## config.mk

```make
export PLATFORM = sky130hd
export DESIGN_NAME = hspc_hsi_pipe
export DESIGN_NICKNAME = d
export VERILOG_FILES = /design/src/hdl/hspc_pkg.sv /design/src/hdl/hspc_hsi_pipe.sv
export SDC_FILE = /design/constraint.sdc
export NUM_CORES = 2
export LEC_CHECK = 0
export BUFFER_PORTS_ARGS = -buffer_cell sky130_fd_sc_hd__buf_2
export CELL_PAD_IN_SITES_DETAIL_PLACEMENT = 0
export CELL_PAD_IN_SITES_GLOBAL_PLACEMENT = 1
export CORE_MARGIN = 1
export CORE_UTILIZATION = 38
export CTS_CLUSTER_DIAMETER = 100
export CTS_CLUSTER_SIZE = 40
export DETAILED_ROUTE_END_ITERATION = 10
export PLACE_DENSITY_LB_ADDON = 0.1
export SYNTH_ARGS = -nofsm -noshare
export SYNTH_HDL_FRONTEND = slang
export SYNTH_SLANG_ARGS = --single-unit
```

## constraint.sdc

```tcl
create_clock -name aclk -period 12.5 [get_ports aclk]
set_input_delay 2.5 -clock aclk [delete_from_list [all_inputs] [get_ports aclk]]
set_output_delay 2.5 -clock aclk [all_outputs]
set_load 0.02 [all_outputs]
```

## src/hdl/hspc_pkg.sv

```systemverilog
`timescale 1ns / 1ps
// shared constants, types and the cordic angle table for the hsi shadow classifier
// no dependencies

package hspc_pkg;

    localparam int CORDIC_STEPS = 16;
    localparam int DIV_BITS     = 13;
    // input stage + cordic steps + hue/saturation finish
    localparam int PIPE_DEPTH   = CORDIC_STEPS + 2;

    localparam int CW = 26;   // cordic x, y, z width (signed)
    localparam int RW = 24;   // divider remainder width

    localparam logic [12:0] SQRT3_Q12  = 13'd7094;
    localparam logic [14:0] HUE_FULL   = 15'd23040;   // 360 degrees in q9.6
    localparam logic [12:0] SAT_ONE    = 13'd4096;
    localparam logic signed [CW-1:0] Z_QUARTER = 26'sd5898240;   // 90 * 65536
    localparam logic signed [CW-1:0] Z_HALF    = 26'sd11796480;  // 180 * 65536

    localparam int REG_RATIO_LOW  = 0;
    localparam int REG_RATIO_HIGH = 1;
    localparam int REG_HUE_LIMIT  = 2;
    localparam int REG_SAT_LIMIT  = 3;

    typedef logic signed [CW-1:0] cw_t;

    // atan(2^-i) in degrees * 65536
    function automatic cw_t atan_q16(input int i);
        cw_t a;
        case (i)
            0:  a = 26'sd2949120;
            1:  a = 26'sd1740967;
            2:  a = 26'sd919879;
            3:  a = 26'sd466945;
            4:  a = 26'sd234379;
            5:  a = 26'sd117304;
            6:  a = 26'sd58666;
            7:  a = 26'sd29335;
            8:  a = 26'sd14668;
            9:  a = 26'sd7334;
            10: a = 26'sd3667;
            11: a = 26'sd1833;
            12: a = 26'sd917;
            13: a = 26'sd458;
            14: a = 26'sd229;
            15: a = 26'sd115;
            default: a = '0;
        endcase
        return a;
    endfunction

endpackage

```

## src/hdl/hspc_hsi_pipe.sv

```systemverilog
`timescale 1ns / 1ps
// pipelined hue (cordic) and saturation (restoring divider) of one rgb pixel
// depends on hspc_pkg

module hspc_hsi_pipe
    import hspc_pkg::*;
(
    input  logic        aclk,
    input  logic        en,
    input  logic [7:0]  red,
    input  logic [7:0]  green,
    input  logic [7:0]  blue,
    output logic [14:0] hue,
    output logic [12:0] sat,
    output logic [9:0]  sum
);

    // input stage logic
    logic [9:0]              sum_in;
    logic [7:0]              min_rg;
    logic [7:0]              min_in;
    logic signed [10:0]      xd;
    logic [7:0]              gb_abs;
    cw_t                     x_in;
    cw_t                     y_in;
    cw_t                     x0;
    cw_t                     y0;
    cw_t                     z0;
    logic [RW-1:0]           rem0;

    always_comb begin
        sum_in = 10'(red) + 10'(green) + 10'(blue);
        min_rg = (red < green) ? red : green;
        min_in = (min_rg < blue) ? min_rg : blue;
        xd     = $signed({2'b00, red, 1'b0}) - $signed({3'b000, green})
                 - $signed({3'b000, blue});
        gb_abs = (green >= blue) ? (green - blue) : (blue - green);
        x_in   = cw_t'(xd) <<< 12;
        y_in   = $signed({5'b0, 21'(gb_abs) * 21'(SQRT3_Q12)});
        // left half plane: turn by -90 degrees first
        if (x_in < 0) begin
            x0 = y_in;
            y0 = -x_in;
            z0 = Z_QUARTER;
        end else begin
            x0 = x_in;
            y0 = y_in;
            z0 = '0;
        end
        // rounded quotient: (2*3*min*4096 + sum) / (2*sum)
        rem0 = RW'(min_in) * RW'(24576) + RW'(sum_in);
    end

    cw_t            x_reg   [0:CORDIC_STEPS];
    cw_t            y_reg   [0:CORDIC_STEPS];
    cw_t            z_reg   [0:CORDIC_STEPS];
    logic [RW-1:0]  rem_reg [0:CORDIC_STEPS];
    logic [DIV_BITS-1:0] q_reg [0:CORDIC_STEPS];
    logic [10:0]    dv_reg  [0:CORDIC_STEPS];
    logic [9:0]     sum_reg [0:CORDIC_STEPS];
    logic           grey_reg[0:CORDIC_STEPS];
    logic           gge_reg [0:CORDIC_STEPS];

    always_ff @(posedge aclk) begin
        if (en) begin
            x_reg[0]    <= x0;
            y_reg[0]    <= y0;
            z_reg[0]    <= z0;
            rem_reg[0]  <= rem0;
            q_reg[0]    <= '0;
            dv_reg[0]   <= {sum_in, 1'b0};
            sum_reg[0]  <= sum_in;
            grey_reg[0] <= (red == green) && (green == blue);
            gge_reg[0]  <= (green >= blue);
        end
    end

    genvar s;
    generate
        for (s = 1; s <= CORDIC_STEPS; s++) begin : g_step
            cw_t           x_next;
            cw_t           y_next;
            cw_t           z_next;
            logic [RW-1:0] rem_next;
            logic [DIV_BITS-1:0] q_next;

            always_comb begin
                if (y_reg[s-1] >= 0) begin
                    x_next = x_reg[s-1] + (y_reg[s-1] >>> (s - 1));
                    y_next = y_reg[s-1] - (x_reg[s-1] >>> (s - 1));
                    z_next = z_reg[s-1] + atan_q16(s - 1);
                end else begin
                    x_next = x_reg[s-1] - (y_reg[s-1] >>> (s - 1));
                    y_next = y_reg[s-1] + (x_reg[s-1] >>> (s - 1));
                    z_next = z_reg[s-1] - atan_q16(s - 1);
                end
            end

            if (s <= DIV_BITS) begin : g_div
                logic [RW:0] trial;
                always_comb begin
                    trial = {1'b0, rem_reg[s-1]}
                            - ((RW+1)'(dv_reg[s-1]) << (DIV_BITS - s));
                    if (!trial[RW]) begin
                        rem_next = trial[RW-1:0];
                        q_next   = q_reg[s-1] | (DIV_BITS'(1) << (DIV_BITS - s));
                    end else begin
                        rem_next = rem_reg[s-1];
                        q_next   = q_reg[s-1];
                    end
                end
            end else begin : g_hold
                assign rem_next = rem_reg[s-1];
                assign q_next   = q_reg[s-1];
            end

            always_ff @(posedge aclk) begin
                if (en) begin
                    x_reg[s]    <= x_next;
                    y_reg[s]    <= y_next;
                    z_reg[s]    <= z_next;
                    rem_reg[s]  <= rem_next;
                    q_reg[s]    <= q_next;
                    dv_reg[s]   <= dv_reg[s-1];
                    sum_reg[s]  <= sum_reg[s-1];
                    grey_reg[s] <= grey_reg[s-1];
                    gge_reg[s]  <= gge_reg[s-1];
                end
            end
        end
    endgenerate

    // finish: clamp, round to q9.6, fold, saturation
    cw_t         z_last;
    cw_t         z_clamp;
    logic [CW-1:0] z_round;
    logic [14:0] hq;
    logic [14:0] hue_next;
    logic [12:0] sat_next;

    always_comb begin
        z_last = z_reg[CORDIC_STEPS];
        if (z_last < 0) begin
            z_clamp = '0;
        end else if (z_last > Z_HALF) begin
            z_clamp = Z_HALF;
        end else begin
            z_clamp = z_last;
        end
        z_round = $unsigned(z_clamp) + CW'(512);
        hq      = z_round[24:10];
        if (grey_reg[CORDIC_STEPS]) begin
            hue_next = '0;
        end else if (gge_reg[CORDIC_STEPS]) begin
            hue_next = hq;
        end else begin
            hue_next = HUE_FULL - hq;
        end
        sat_next = SAT_ONE - q_reg[CORDIC_STEPS];
    end

    logic [14:0] hue_reg;
    logic [12:0] sat_reg;
    logic [9:0]  sum_out_reg;

    always_ff @(posedge aclk) begin
        if (en) begin
            hue_reg     <= hue_next;
            sat_reg     <= sat_next;
            sum_out_reg <= sum_reg[CORDIC_STEPS];
        end
    end

    assign hue = hue_reg;
    assign sat = sat_reg;
    assign sum = sum_out_reg;

endmodule

```

==> out/results.ini <==
[timing]
worst_pin_slew_ns=1.263
min_period_ns=9.965
relSlewSlack_pct=15.77
fin_worst_skew_ns=0.06583
layout_worst_path_cycle_share_pct=79.72
maxSlewViolCount=0
hold_ws_ns=0.3894
finalSetupTns_ns=0
max_freq_mhz=100.4
rsz0062_at_grt=no
setup_viol=0
hold_viol_final=0

[critical_path]
cp_slowest_cell=a211oi_1
worstPathMaxFanout=10
cp_num_buf_inv=4
required_ns=13.09
critPathMaxStageDelay_ns=0.62
critPathLaunchType=primary input
cp_top_family=compound AO/OA/AOI/OAI gates
crit_path_end_kind=flop
startpoint=green[0]
arrival_ns=10.56
worstSetupPathType=in -> reg
r2r-start=y_reg[0][129]$_DFFE_PP_

[clock_tree]
clk_latency_ns=0.89
numCtsBuffers=108
cts_tree=yes
cts_setup_buffers=0
root_buffer=clkbuf_16
path_clk_slew_ns=0.13
htreeDepth=3
cts_max_path_buffers=4
clkSinkCount=1703
post_cts_resized=0
cts_hold_buf=0

[min_path]
min_from=q_reg[6][10]$_DFFE_PP_
holdCritPathClass=reg -> reg

[place]
gp_congestion=0.8503
io_buffer_count=63
place_hpwl_um=227200

[routing]
drt_first_iter_violations=4008
via_count=83500
ant_nets=0
avgViaCountPerCell=5.223
wl_um=286800
drc_errors=0
drt-pass1-iter-count=5
wl_per_cell_um=17.94

[floorplanning]
die_x_um=564.9
placementRows=206
ios=64
initial_core_util_pct=38.22
die_area_mm2=0.3191
die_h_um=564.9
core_area_mm2=0.3150

[yosys]
synth_seq_cells=1703
synth_area_leaders=edfxtp_1 (42%), ha_1 (14%), xnor2_1 (7.3%), a21oi_1 (3.8%), xor2_1 (3.7%)
syn-cell-area_mm2=0.1204
synth_edf_count=1703
avgSynthCellArea_um2=10.40
synth_flop_cell=edfxtp_1
netlist_instances=11580
synth-seq-area-share_pct=42.48
yosysWarnings=0
synth.distinct_cells=84
synth_top_cell_by_area=edfxtp_1
synthArstFlopShare_pct=0
synth_top_area_share_pct=42.48

[cells_and_area]
finalNetCount=13190
layout-drive-gt1-share_pct=3.546
syn2layout_area_growth_pct=8.212
largest_reg_flops=389

[status]
outcome=completed

[global_routing]
grt_pass1_wl_um=451000
grtUsageTotal_pct=17.59
grt_pass1_vias=82200
grt_max_degree=193
antenna_found_initial=2
grt.overflow.total=0

[job]
cap_violations=0

==> layout make-up <==
class                   instances  area [um^2]
fillers                     30090       184700
multi-input cells            9086        66310
flip-flops and latches       1703        51140
well taps                    4160         5205
clock buffers                 111         2735
inverters                     721         2706
clock inverters                87         1368
repair buffers                109        788.3
diodes                          8        20.02
==> worst register-to-register path: stages, from the launching register on <==
cell and delay [ns]:
edfxtp_1 0.34, buf_4 0.32, buf_4 0.51, o21ai_0 0.37, fa_1 0.53, a21o_1 0.19, a2111oi_0 0.69, o21ai_0 0.37
o22a_1 0.33, a41oi_1 0.38, a211oi_1 0.16, a41o_1 0.29, o41a_1 0.36, a21o_1 0.19, a21oi_1 0.16, xnor2_1 0.08
==> synthesized netlist by cell type, types with 29 or more instances <==
master	number
edfxtp_1	1703
ha_1	1339
xnor2_1	1001
a21oi_1	905
nor2_1	875
inv_1	720
nand2_1	700
o21ai_0	679
xor2_1	512
a21o_1	327
nor3_1	258
nand2b_1	212
nand3_1	196
o21a_1	190
o31ai_1	167
nor2b_1	161
or3_1	140
clkbuf_1	130
o21bai_1	118
fa_1	93
and3_1	82
a31oi_1	81
a211oi_1	75
or4_1	73
o41ai_1	71
nor4_1	69
a21boi_0	68
and2_1	56
or2_2	51
nand4_1	48
mux2i_1	37
o211ai_1	35
a211o_1	29
==> cell families after synthesis <==
| logic type | after synthesis | synth area share [%] |
|---|---|---|
| mux | 54 | 0.4667 |
| buf+inv | 868 | 2.706 |
| other cells | 1 | 0.003115 |
| simple gates | 2997 | 12.04 |
| compound gates | 3008 | 15.84 |
| xor+xnor | 1513 | 11.01 |
| flops | 1703 | 42.48 |
| fa+ha+maj | 1432 | 15.46 |
==> cell usage in the layout (no fill, tap or decap), types with 71 or more instances in the layout <==
cell | synthesis | final
or4_1 | 73 | 73
or3_1 | 140 | 140
xor2_1 | 512 | 512
nand3_1 | 196 | 196
o21ai_0 | 679 | 679
fa_1 | 93 | 93
ha_1 | 1339 | 1339
a211oi_1 | 75 | 75
a31oi_1 | 81 | 81
a21o_1 | 327 | 327
nor3_1 | 258 | 257
o31ai_1 | 167 | 167
xnor2_1 | 1001 | 1001
nand2b_1 | 212 | 212
o21a_1 | 190 | 190
o41ai_1 | 71 | 71
edfxtp_1 | 1703 | 1703
inv_1 | 720 | 720
o21bai_1 | 118 | 118
nand2_1 | 700 | 700
and3_1 | 82 | 82
clkbuf_16 | 0 | 109
nor2b_1 | 161 | 161
a21oi_1 | 905 | 905
conb_1 | 1 | 82
nor2_1 | 875 | 875
==> through the flow <==
stage | cell area, um^2 | setup slack, ns | std cells | util, %
floorplan | 120700 | 3.478 | 11660 | -
global placement | 126100 | 1.443 | 15780 | 40.05
detailed placement | 126100 | 1.543 | 15780 | 40.05
CTS | 130300 | 2.491 | 15980 | 41.35
global route | 130300 | 1.926 | 15980 | 41.36
finish | 130300 | 2.535 | 15990 | 41.36
==> metal layers <==
layer  track usage [%]  wire, um  up-vias
li1                  -         -    42790
met5                 0         0        -
met2             31.25    139700      878
met1             23.02    133400    39540
met3             1.798      8006      291
met4             3.682      5806        0
==> path summary, 6_finish.rpt <==
check                                 end  slack [ns]  cells after the start
setup / recovery   y_reg[0][20]$_DFFE_PP_        2.53                     29
hold / removal     q_reg[7][10]$_DFFE_PP_        0.39                      0
setup reg to reg  x_reg[0][154]$_DFFE_PP_        6.96                     15
hold reg to reg    q_reg[7][10]$_DFFE_PP_        0.39                      0
Power is left out: the tool's default activity adds up to more than one toggle a clock period on the data nets, which glitch-free logic cannot reach.
